## src/hdl/ccps_pkg.sv

```systemverilog
// Shared types and constants for the contactor precharge sequencer.
`timescale 1ns / 1ps
`default_nettype none

package ccps_pkg;

   // Register file geometry
   localparam int CSR_ADDR_W = 4;
   localparam int CSR_DATA_W = 32;

   // Register indexes, taken from paddr word bits
   localparam logic [1:0] REG_DELAY_TICKS     = 2'd0;
   localparam logic [1:0] REG_PRECHARGE_TICKS = 2'd1;
   localparam logic [1:0] REG_DISCHARGE_TICKS = 2'd2;
   localparam logic [1:0] REG_CHECK_ENABLES   = 2'd3;

   // Register reset values
   localparam logic [7:0] DELAY_TICKS_RST     = 8'h17;
   localparam logic [7:0] PRECHARGE_TICKS_RST = 8'h10;
   localparam logic [7:0] DISCHARGE_TICKS_RST = 8'h1F;
   localparam logic [3:0] CHECK_ENABLES_RST   = 4'h0;

   // Check enable bit positions
   localparam int CHK_BMS   = 0;
   localparam int CHK_IMD   = 1;
   localparam int CHK_PLUS  = 2;
   localparam int CHK_MINUS = 3;

   // Fault codes
   localparam logic [2:0] FAULT_GENERAL    = 3'd0;
   localparam logic [2:0] FAULT_BMS        = 3'd1;
   localparam logic [2:0] FAULT_IMD        = 3'd2;
   localparam logic [2:0] FAULT_PLUS_WELD  = 3'd3;
   localparam logic [2:0] FAULT_MINUS_WELD = 3'd4;
   localparam logic [2:0] FAULT_PLUS_LOSS  = 3'd5;
   localparam logic [2:0] FAULT_MINUS_LOSS = 3'd6;

   // Precharge status codes
   localparam logic [7:0] STATUS_NONE     = 8'h00;
   localparam logic [7:0] STATUS_STARTED  = 8'h0f;
   localparam logic [7:0] STATUS_COMPLETE = 8'hff;

   // Reported state code for panic
   localparam logic [2:0] TS_PANIC = 3'd5;

   typedef struct packed {
      logic [7:0] delay_ticks;
      logic [7:0] precharge_ticks;
      logic [7:0] discharge_ticks;
      logic [3:0] check_enables;
   } cfg_type;

   typedef struct packed {
      logic action;
      logic airplus_closed;
      logic airminus_closed;
      logic bms_ok;
      logic imd_ok;
      logic tsms_on;
      logic sense_mp;
      logic sense_hvd;
      logic sense_imd;
      logic sense_bms;
   } req_type;

   typedef struct packed {
      logic [2:0] ts_state;
      logic       precharge_relay;
      logic       minus_relay;
      logic [7:0] precharge_status;
      logic       panic_sent;
      logic [2:0] fault_id;
      logic [5:0] sense_flags;
      logic [1:0] aux_flags;
   } rsp_type;

endpackage

`default_nettype wire

```

## src/hdl/ccps_regs.sv

```systemverilog
// APB configuration registers of the contactor precharge sequencer.
`timescale 1ns / 1ps
`default_nettype none

module ccps_regs
   import ccps_pkg::*;
(
   input  wire logic                  clock,
   input  wire logic                  reset,
   input  wire logic                  psel,
   input  wire logic                  penable,
   input  wire logic                  pwrite,
   input  wire logic [CSR_ADDR_W-1:0] paddr,
   input  wire logic [CSR_DATA_W-1:0] pwdata,
   output logic      [CSR_DATA_W-1:0] prdata,
   output logic                       pready,
   output cfg_type                    cfg
);

   cfg_type    cfg_ff;
   logic [1:0] index;
   logic       wr_en;

   assign index  = paddr[3:2];
   assign wr_en  = psel && penable && pwrite;
   assign pready = 1'b1;
   assign cfg    = cfg_ff;

   // Register writes
   always_ff @(posedge clock) begin
      if (reset) begin
         cfg_ff.delay_ticks     <= DELAY_TICKS_RST;
         cfg_ff.precharge_ticks <= PRECHARGE_TICKS_RST;
         cfg_ff.discharge_ticks <= DISCHARGE_TICKS_RST;
         cfg_ff.check_enables   <= CHECK_ENABLES_RST;
      end else if (wr_en) begin
         unique case (index)
            REG_DELAY_TICKS:     cfg_ff.delay_ticks     <= pwdata[7:0];
            REG_PRECHARGE_TICKS: cfg_ff.precharge_ticks <= pwdata[7:0];
            REG_DISCHARGE_TICKS: cfg_ff.discharge_ticks <= pwdata[7:0];
            REG_CHECK_ENABLES:   cfg_ff.check_enables   <= pwdata[3:0];
            default: ;
         endcase
      end
   end

   // Read mux
   always_comb begin
      prdata = '0;
      unique case (index)
         REG_DELAY_TICKS:     prdata[7:0] = cfg_ff.delay_ticks;
         REG_PRECHARGE_TICKS: prdata[7:0] = cfg_ff.precharge_ticks;
         REG_DISCHARGE_TICKS: prdata[7:0] = cfg_ff.discharge_ticks;
         REG_CHECK_ENABLES:   prdata[3:0] = cfg_ff.check_enables;
         default: ;
      endcase
   end

endmodule

`default_nettype wire

```

## src/hdl/ccps_seq.sv

```systemverilog
// Sequencer state, fault checks and result formation for one item.
`timescale 1ns / 1ps
`default_nettype none

module ccps_seq
   import ccps_pkg::*;
(
   input  wire logic    clock,
   input  wire logic    reset,
   input  wire logic    step,
   input  wire req_type item,
   input  wire cfg_type cfg,
   output rsp_type      result
);

   typedef enum logic [2:0] {
      MODE_DEENERGIZED = 3'd0,
      MODE_DELAY       = 3'd1,
      MODE_PRECHARGING = 3'd2,
      MODE_ENERGIZED   = 3'd3,
      MODE_DISCHARGING = 3'd4,
      MODE_PANIC       = 3'd5
   } mode_type;

   mode_type   mode_ff,      mode_in;
   logic [7:0] tick_ff,      tick_in;
   logic       pre_on_ff,    pre_on_in;
   logic       minus_on_ff,  minus_on_in;
   logic [7:0] status_ff,    status_in;
   logic [2:0] code;

   // Enabled checks, first failure wins
   always_comb begin
      priority if (cfg.check_enables[CHK_BMS] &&
                   ((item.bms_ok && item.sense_mp && !item.sense_bms) ||
                    (!item.bms_ok && item.sense_bms)))
         code = FAULT_BMS;
      else if (cfg.check_enables[CHK_IMD] &&
               ((item.imd_ok && item.sense_bms && !item.sense_imd) ||
                (!item.imd_ok && item.sense_imd)))
         code = FAULT_IMD;
      else if (cfg.check_enables[CHK_PLUS] && item.airplus_closed && !item.tsms_on)
         code = FAULT_PLUS_WELD;
      else if (cfg.check_enables[CHK_PLUS] && !item.airplus_closed && item.tsms_on)
         code = FAULT_PLUS_LOSS;
      else if (cfg.check_enables[CHK_MINUS] && !minus_on_ff && item.airminus_closed)
         code = FAULT_MINUS_WELD;
      else if (cfg.check_enables[CHK_MINUS] && minus_on_ff && !item.airminus_closed)
         code = FAULT_MINUS_LOSS;
      else
         code = FAULT_GENERAL;
   end

   // Next state and result
   always_comb begin
      mode_in     = mode_ff;
      tick_in     = tick_ff;
      pre_on_in   = pre_on_ff;
      minus_on_in = minus_on_ff;
      status_in   = status_ff;
      result      = '0;

      if (!item.action) begin
         // timer tick: saturating count
         if (tick_ff != 8'hff) tick_in = tick_ff + 8'd1;
      end else begin
         result.sense_flags = {item.imd_ok, item.bms_ok, item.sense_imd,
                               item.sense_bms, item.sense_hvd, item.sense_mp};
         result.aux_flags   = {item.airminus_closed, item.airplus_closed};

         if (code != FAULT_GENERAL || mode_ff == MODE_PANIC) begin
            mode_in           = MODE_PANIC;
            pre_on_in         = 1'b0;
            minus_on_in       = 1'b0;
            result.panic_sent = 1'b1;
            result.fault_id   = code;
         end else begin
            unique case (mode_ff)
               MODE_DEENERGIZED: begin
                  pre_on_in   = 1'b0;
                  minus_on_in = 1'b0;
                  if (item.airplus_closed) begin
                     mode_in = MODE_DELAY;
                     tick_in = '0;
                  end
               end
               MODE_DELAY: begin
                  if (!item.airplus_closed) begin
                     mode_in = MODE_DEENERGIZED;
                  end else if (tick_ff > cfg.delay_ticks) begin
                     mode_in   = MODE_PRECHARGING;
                     status_in = STATUS_STARTED;
                     pre_on_in = 1'b1;
                     tick_in   = '0;
                  end
               end
               MODE_PRECHARGING: begin
                  if (!item.airplus_closed) begin
                     mode_in   = MODE_DISCHARGING;
                     pre_on_in = 1'b0;
                     status_in = STATUS_NONE;
                     tick_in   = '0;
                  end else if (tick_ff > cfg.precharge_ticks) begin
                     mode_in     = MODE_ENERGIZED;
                     minus_on_in = 1'b1;
                     pre_on_in   = 1'b0;
                     status_in   = STATUS_COMPLETE;
                  end
               end
               MODE_ENERGIZED: begin
                  if (!item.airplus_closed) begin
                     mode_in     = MODE_DISCHARGING;
                     minus_on_in = 1'b0;
                     status_in   = STATUS_NONE;
                     tick_in     = '0;
                  end
               end
               MODE_DISCHARGING: begin
                  if (tick_ff > cfg.discharge_ticks) mode_in = MODE_DEENERGIZED;
               end
               default: ;
            endcase
         end
      end

      result.ts_state         = mode_in;
      result.precharge_relay  = pre_on_in;
      result.minus_relay      = minus_on_in;
      result.precharge_status = status_in;
   end

   // State registers, advanced once per item
   always_ff @(posedge clock) begin
      if (reset) begin
         mode_ff     <= MODE_DEENERGIZED;
         tick_ff     <= '0;
         pre_on_ff   <= 1'b0;
         minus_on_ff <= 1'b0;
         status_ff   <= STATUS_NONE;
      end else if (step) begin
         mode_ff     <= mode_in;
         tick_ff     <= tick_in;
         pre_on_ff   <= pre_on_in;
         minus_on_ff <= minus_on_in;
         status_ff   <= status_in;
      end
   end

endmodule

`default_nettype wire

```

## src/hdl/contactor_precharge_sequencer_core.sv

```systemverilog
// Top level of the contactor precharge sequencer: input and result registers.
// An accepted item passes through the input register, then the result
// register. Throughput: one item per cycle while results are taken; the
// result register frees as it is taken.
// Reset (synchronous, active high) empties both registers, puts the sequencer
// in deenergized with relays open and loads the register defaults.
`timescale 1ns / 1ps
`default_nettype none

module contactor_precharge_sequencer_core
   import ccps_pkg::*;
(
   input  wire logic                  clock,
   input  wire logic                  reset,
   // item input
   input  wire logic                  req_valid,
   output logic                       req_ready,
   input  wire req_type               req_data,
   // result output
   output logic                       rsp_valid,
   input  wire logic                  rsp_ready,
   output rsp_type                    rsp_data,
   // configuration
   input  wire logic                  psel,
   input  wire logic                  penable,
   input  wire logic                  pwrite,
   input  wire logic [CSR_ADDR_W-1:0] paddr,
   input  wire logic [CSR_DATA_W-1:0] pwdata,
   output logic      [CSR_DATA_W-1:0] prdata,
   output logic                       pready
);

   logic    in_valid_ff;
   req_type in_data_ff;
   logic    out_valid_ff;
   rsp_type out_data_ff;
   logic    advance;
   cfg_type cfg;
   rsp_type result;

   ccps_regs u_regs (
      .clock   (clock),
      .reset   (reset),
      .psel    (psel),
      .penable (penable),
      .pwrite  (pwrite),
      .paddr   (paddr),
      .pwdata  (pwdata),
      .prdata  (prdata),
      .pready  (pready),
      .cfg     (cfg)
   );

   ccps_seq u_seq (
      .clock  (clock),
      .reset  (reset),
      .step   (advance),
      .item   (in_data_ff),
      .cfg    (cfg),
      .result (result)
   );

   // Handshake: item moves on when the result register is free or being taken
   assign advance   = in_valid_ff && (!out_valid_ff || rsp_ready);
   assign req_ready = !in_valid_ff || advance;
   assign rsp_valid = out_valid_ff;
   assign rsp_data  = out_data_ff;

   // Input register
   always_ff @(posedge clock) begin
      if (reset) begin
         in_valid_ff <= 1'b0;
      end else if (req_ready) begin
         in_valid_ff <= req_valid;
      end
   end

   always_ff @(posedge clock) begin
      if (req_ready && req_valid) begin
         in_data_ff <= req_data;
      end
   end

   // Result register
   always_ff @(posedge clock) begin
      if (reset) begin
         out_valid_ff <= 1'b0;
      end else if (advance) begin
         out_valid_ff <= 1'b1;
      end else if (rsp_ready) begin
         out_valid_ff <= 1'b0;
      end
   end

   always_ff @(posedge clock) begin
      if (advance) begin
         out_data_ff <= result;
      end
   end

   // Panic report always comes with both relays open
   a_panic_open: assert property (@(posedge clock) disable iff (reset)
      rsp_valid && rsp_data.panic_sent |-> !rsp_data.precharge_relay && !rsp_data.minus_relay)
      else $error("panic reported with a relay closed");

   // A specific fault code only accompanies a panic report
   a_fault_panic: assert property (@(posedge clock) disable iff (reset)
      rsp_valid && rsp_data.fault_id != FAULT_GENERAL |-> rsp_data.panic_sent)
      else $error("fault code without panic");

   // Precharge relay and minus contactor are never driven together
   a_relay_excl: assert property (@(posedge clock) disable iff (reset)
      rsp_valid |-> !(rsp_data.precharge_relay && rsp_data.minus_relay))
      else $error("precharge relay and minus contactor both closed");

   // Panic on an evaluation is reported as panic state
   a_panic_state: assert property (@(posedge clock) disable iff (reset)
      rsp_valid && rsp_data.panic_sent |-> rsp_data.ts_state == TS_PANIC)
      else $error("panic report outside panic state");

endmodule

`default_nettype wire
```

## config.mk

```make
export PLATFORM = sky130hd
export DESIGN_NAME = contactor_precharge_sequencer_core
export DESIGN_NICKNAME = d
export VERILOG_FILES = /design/src/hdl/ccps_pkg.sv /design/src/hdl/ccps_regs.sv /design/src/hdl/ccps_seq.sv /design/src/hdl/contactor_precharge_sequencer_core.sv
export SDC_FILE = /design/constraint.sdc
export NUM_CORES = 1
export LEC_CHECK = 0
export ABC_AREA = 1
export BUFFER_PORTS_ARGS = -buffer_cell sky130_fd_sc_hd__buf_2
export CORE_MARGIN = 2
export CORE_UTILIZATION = 54
export CTS_CLUSTER_SIZE = 25
export DETAILED_ROUTE_END_ITERATION = 10
export GPL_TIMING_DRIVEN = 0
export PLACE_DENSITY = 0.92
export SLEW_MARGIN = 10
export SYNTH_ARGS = -nofsm -noshare
export SYNTH_HDL_FRONTEND = slang
export SYNTH_SLANG_ARGS = --single-unit
```

## constraint.sdc

```tcl
create_clock -name clock -period 2.1 [get_ports clock]
set_input_delay 0.42 -clock clock [delete_from_list [all_inputs] [get_ports clock]]
set_output_delay 0.42 -clock clock [all_outputs]
set_load 0.005 [all_outputs]
```

---- After elaboration in Yosys (flattened, before gate mapping) ----
Index checks and enable logic that the tools add are counted.
word-level totals
  register bits ........................... 86
  input bits .............................. 53
  output and inout bits ................... 60
  logic and storage cells ................. 145
operators by class
  $add $sub $neg .......................... 1
  magnitude comparators ................... 3
  equal/unequal tests ..................... 15
  mux-type cells .......................... 50
  reduce and logical (&&, ||, !) cells .... 47
operators by type and width
  cell                                                              count
  8-bit 2-to-1 mux                                                  14
  8-bit one-hot mux with 3 select lines                             2
  3-bit 2-to-1 mux                                                  15
  8-bit > comparator                                                3
  1-bit logical AND                                                 20
  4-bit one-hot mux with 4 select lines                             1
  3-bit one-hot mux with 5 select lines                             1
  1-bit 2-to-1 mux                                                  13
  4-bit one-hot mux with 3 select lines                             1
  1-bit zero test                                                   10
  2-bit AND reduction                                               5
  3-bit != test (second input constant)                             3
  8-bit by 1-bit adder with 8-bit output (second input constant)    1
  8-bit != test (second input constant)                             1
  8-bit AND reduction                                               1
  3-bit by 2-bit == test with 1-bit output (second input constant)  2
  3-bit == test (second input constant)                             2
  1-bit one-hot mux with 3 select lines                             2
  1-bit logical OR                                                  5
  2-bit == test (second input constant)                             2
  4-bit 2-to-1 mux                                                  1
  4-bit by 2-bit != test with 1-bit output (second input constant)  1
  2-bit nonzero test                                                2
  3-bit by 1-bit == test with 1-bit output (second input constant)  1
  other kinds (7)                                                   7

---- Logic depth before layout (Yosys ltp) ----
  depth after elaboration ................. 12
  mapped depth ............................ 18

---- By module ----
A second synthesis with hierarchy kept.
second synthesis, totals
  cell total of the unflattened synthesis .. 673
  area, all modules ....................... 5,059.9 µm²
by module, submodules not included
  module                              instances  cells an instance  area each (µm²)  seq. area each (µm²)
  ccps_seq                            1          398                2,392.3          420.4
  ccps_regs                           1          228                1,525.2          560.5
  contactor_precharge_sequencer_core  1          47                 1,142.3          1,091.0

---- Worst setup path after synthesis ----
No wires, ideal clock.
  path type ............................... reg2reg
  start ................................... reg u_seq.tick_ff[7]
  end ..................................... reg out_data_ff, in the netlist rsp_data[22] (data pin)
  library setup time ...................... 0.251 ns
  arrival ................................. 1.406 ns
  data required time ...................... 1.849 ns
  setup slack ............................. 0.443 ns
  stages on the path, launching flop included .. 11
  clock period less this slack ............ 1.657 ns
  path through ............................ dfxtp_1 > ha_1 > a21o_1 > nor2_1 > nand2_1 > nand3_1 > nand2_1 > o21ai_1 > nand2_1 > nand2_1 > inv_1
RTL lines
  what                    RTL line                                  source
  start, declared         ccps_seq.sv:26                            logic [7:0] tick_ff, tick_in;
  start signal, assigned  ccps_seq.sv:142                           tick_ff <= tick_in;
  end signal, assigned    contactor_precharge_sequencer_core.sv:97  out_data_ff <= result;
  end, declared           contactor_precharge_sequencer_core.sv:36  rsp_type out_data_ff;

---- Worst setup path in the final report ----
  start ................................... reg u_seq.tick_ff[7]
  end ..................................... reg u_seq.tick_ff[2]
on the way
  longest elaborated chain between the ends .. 3
RTL lines
  what                                                                                      RTL line
  8-bit > comparator or 8-bit != test (tied branches)                                       ccps_seq.sv:90, ccps_seq.sv:65
  3-bit by 2-bit != test with 1-bit output (no line) or 2-bit nonzero test (tied branches)  -
  8-bit AND reduction (no line) (*)                                                         -
Every way passes the cells marked *; elsewhere a longest branch is shown, timed or not.
A chain may end at the register's enable or synchronous reset.

==> load_flow_metrics.sql <==
INSERT INTO impl_metrics (metric_group, metric, value, unit) VALUES
('cells_and_area', 'nNetsFinal', '774', ''),
('global_routing', 'groute.usage.overall', '24.2', '%'),
('clock_network', 'htree_levels', '3', ''),
('clock_network', 'cts-hold-fix-buffers', '0', ''),
('pwr', 'net-switching-power', '965', 'uW'),
('sta', 'worst_slack', '0.0907', 'ns'),
('cells_and_area', 'final_cell_count_no_fill', '809', ''),
('cells_and_area', 'final-seq-area', '2080', 'sq um'),
('critical_path', 'crit_arrival', '2.23', 'ns'),
('clock_network', 'ctsResizeCount', '0', ''),
('place', 'detailedPlacementHpwl', '8310', 'um'),
('sta', 'number_of_hold_violations_in_the_final_report', '0', ''),
('global_routing', 'globalRouteMet3Util', '4.08', '%'),
('cells_and_area', 'filler_cell_count', '729', ''),
('critical_path', 'worstSetupEndpointType', 'flop', ''),
('floorplanning', 'ioPinCount', '113', ''),
('synthesis', 'synth_top_cell_by_area', 'sky130_fd_sc_hd__edfxtp_1', ''),
('clock_network', 'cts_buffers', '9', ''),
('global_routing', 'grt.met2_usage', '40.5', '%'),
('pwr', 'share_clk_of_total_power', '36.4', '%'),
('synthesis', 'synth_area', '4760', 'sq um'),
('cells_and_area', 'num_antenna_cells', '0', ''),
('route', 'vias_per_cell', '5.33', ''),
('sta', 'final_min_period_over_clock_period', '95.7', '%'),
('synthesis', 'synth_area_leaders', 'sky130_fd_sc_hd__edfxtp_1 (22%), sky130_fd_sc_hd__dfxtp_1 (21%), sky130_fd_sc_hd__nand2_1 (12%), sky130_fd_sc_hd__ha_1 (6.6%), sky130_fd_sc_hd__inv_1 (6.1%)', ''),
('synthesis', 'synth.avg_cell_area', '7.93', 'sq um'),
('floorplanning', 'std_cell_rows', '34', ''),
('place', 'detailedPlace.worstSlack', '0.0956', 'ns'),
('critical_path', 'crit_path_kind', 'reg2reg', ''),
('floorplanning', 'fp.dieArea', '9570', 'sq um'),
('route', 'dr.pass1.iters', '6', ''),
('clock_network', 'postCtsSetupBuffers', '0', ''),
('place', 'port-buffer-count', '61', ''),
('global_routing', 'grt_pass1_wl', '18900', 'um'),
('pwr', 'comb_power_share', '12.6', '%'),
('sta', 'finalWorstPathRequiredPeriod', '2.01', 'ns'),
('sta', 'setup-violations-final', '0', ''),
('critical_path', 'worst-path-max-fanout', '6', ''),
('clock_network', 'cts.clk_slew.worst_paths', '0.10', 'ns'),
('sta', 'achievable-frequency', '0.498', 'GHz'),
('cells_and_area', 'final_cell_mix', 'sky130_fd_sc_hd__nand2_1 (151), sky130_fd_sc_hd__inv_1 (76), sky130_fd_sc_hd__buf_2 (63)', ''),
('sta', 'tightest_slew', '0.718', 'ns'),
('pwr', 'ir_drop', '0.400', 'mV'),
('critical_path', 'timing.critical_path.required', '2.32', 'ns'),
('floorplanning', 'initial_core_utilization', '55.1', '%'),
('global_routing', 'grt_max_degree', '35', ''),
('route', 'wire_per_inst', '14.0', 'um'),
('clock_network', 'cts_root_buffer', 'sky130_fd_sc_hd__clkbuf_8', ''),
('cells_and_area', 'layout.cell_area.non_filler', '5540', 'sq um'),
('status', 'outcome', 'completed', ''),
('sta', 'slew_viol_final', '0', ''),
('floorplanning', 'floorplan.core_area', '8640', 'sq um'),
('cells_and_area', 'combined_area_of_the_multi_input_logic_cells', '2230', 'sq um'),
('route', 'ant_nets', '0', ''),
('clock_network', 'insertion_delay', '0.37', 'ns'),
('floorplanning', 'die_h', '97.8', 'um'),
('pwr', 'seq_power_share', '51.0', '%'),
('cells_and_area', 'drive_above_1_share', '21.3', '%'),
('cells_and_area', 'syn2layout_area_growth', '16.5', '%'),
('global_routing', 'antenna_found_initial', '0', ''),
('min_path', 'min_path_type', 'in2reg', ''),
('place', 'dpl_cell_area', '5280', 'sq um'),
('place', 'placed_cells_incl_taps', '792', ''),
('critical_path', 'critPathLaunchType', 'flop', ''),
('route', 'drc', '0', ''),
('clock_network', 'clock_sink_count', '86', ''),
('sta', 'max-slew-margin-rel', '52.1', '%'),
('pwr', 'power.leakage', '2.74', 'nW'),
('synthesis', 'yosys_warnings', '0', ''),
('sta', 'fin_tns_setup', '0', 'ns'),
('clock_network', 'cts_max_path_buffers', '2', '');
==> layer usage <==
| layer | wire length (um) | up-vias |
|---|---|---|
| met2 | 5570 | 209 |
| met3 | 806 | 43 |
| met5 | 0 | - |
| met1 | 4570 | 1954 |
| met4 | 395 | 0 |
| li1 | - | 2103 |
==> power groups by stage <==
| stage | registers (mW) | clock network (mW) | logic, mW |
|---|---|---|---|
| 6_report | 1.85 | 1.32 | 0.458 |
| 5_1_grt | 1.86 | 1.40 | 0.514 |
| 4_1_cts | 1.85 | 1.34 | 0.446 |
| 3_5_place_dp | 1.89 | 0 | 0.443 |
| 3_3_place_gp | 1.89 | 0 | 0.425 |
| 2_1_floorplan | 1.89 | 0 | 0.301 |
==> per-stage QoR <==
| step | util, % | power (mW) |
|---|---|---|
| detailed placement | 61.2 | 2.33 |
| floorplan | - | 2.19 |
| global placement | 61.2 | 2.31 |
| finish | 64.2 | 3.63 |
| CTS | 63.7 | 3.64 |
| global route | 64.2 | 3.78 |
==> final timing paths <==
kind                    startpoint          endpoint  slack, ns  depth (start not counted)
setup reg to reg  u_seq.tick_ff[7]  u_seq.tick_ff[2]       0.09                         10
hold / removal         req_data[6]     in_data_ff[6]       0.22                          1
setup / recovery  u_seq.tick_ff[7]  u_seq.tick_ff[2]       0.09                         10
hold reg to reg     u_regs.cfg[26]    u_regs.cfg[26]       0.50                          2
==> kinds of logic after synthesis <==
logic type | after synthesis | synth area share [%]
fa+ha+maj | 25 | 6.58
flops | 86 | 43.6
xor+xnor | 4 | 0.737
other cells | 2 | 0.158
compound gates | 92 | 11.4
simple gates | 268 | 25.4
buf+inv | 123 | 12.1
==> area by class of cell <==
type	instances	share of cell area (%)
buffer	37	4.38
timing repair buffer	61	5.51
clock buffer	10	2.30
sequential	86	37.5
multi-input combinational	415	40.2
tap	108	2.44
inverter	86	6.00
clock inverter	6	1.72
==> flip-flops by register name, summed over array words and instances (netlist names) <==
| register | cells |
|---|---|
| rsp_valid | 1 |
| u_seq.pre_on_ff | 1 |
| in_data_ff | 10 |
| u_seq.mode_ff | 3 |
| rsp_data | 25 |
| u_seq.tick_ff | 8 |
| u_seq.minus_on_ff | 1 |
| u_regs.cfg | 28 |
| u_seq.status_ff | 8 |
| in_valid_ff | 1 |
==> cell usage after synthesis, types with 8 or more instances <==
master                       n
sky130_fd_sc_hd__buf_4      25
sky130_fd_sc_hd__nand3_1    27
sky130_fd_sc_hd__nor2_1     58
sky130_fd_sc_hd__inv_1      77
sky130_fd_sc_hd__dfxtp_1    51
sky130_fd_sc_hd__ha_1       25
sky130_fd_sc_hd__o211ai_1    8
sky130_fd_sc_hd__o21ai_0    20
sky130_fd_sc_hd__o21ai_1    13
sky130_fd_sc_hd__edfxtp_1   35
sky130_fd_sc_hd__nand2_1   151
sky130_fd_sc_hd__a21oi_1    32
==> critical path, cell delays in order, from the launching register on <==
cell                       delay (ns)
sky130_fd_sc_hd__dfxtp_2         0.38
sky130_fd_sc_hd__ha_1            0.30
sky130_fd_sc_hd__nand2_1         0.08
sky130_fd_sc_hd__nor2_2          0.15
sky130_fd_sc_hd__nand4_1         0.26
sky130_fd_sc_hd__nand3_2         0.18
sky130_fd_sc_hd__nand3_2         0.11
sky130_fd_sc_hd__nand3_4         0.18
sky130_fd_sc_hd__clkinv_4        0.09
sky130_fd_sc_hd__nand2_1         0.08
sky130_fd_sc_hd__a21oi_2         0.05
Power figures use the tool's default switching activity.
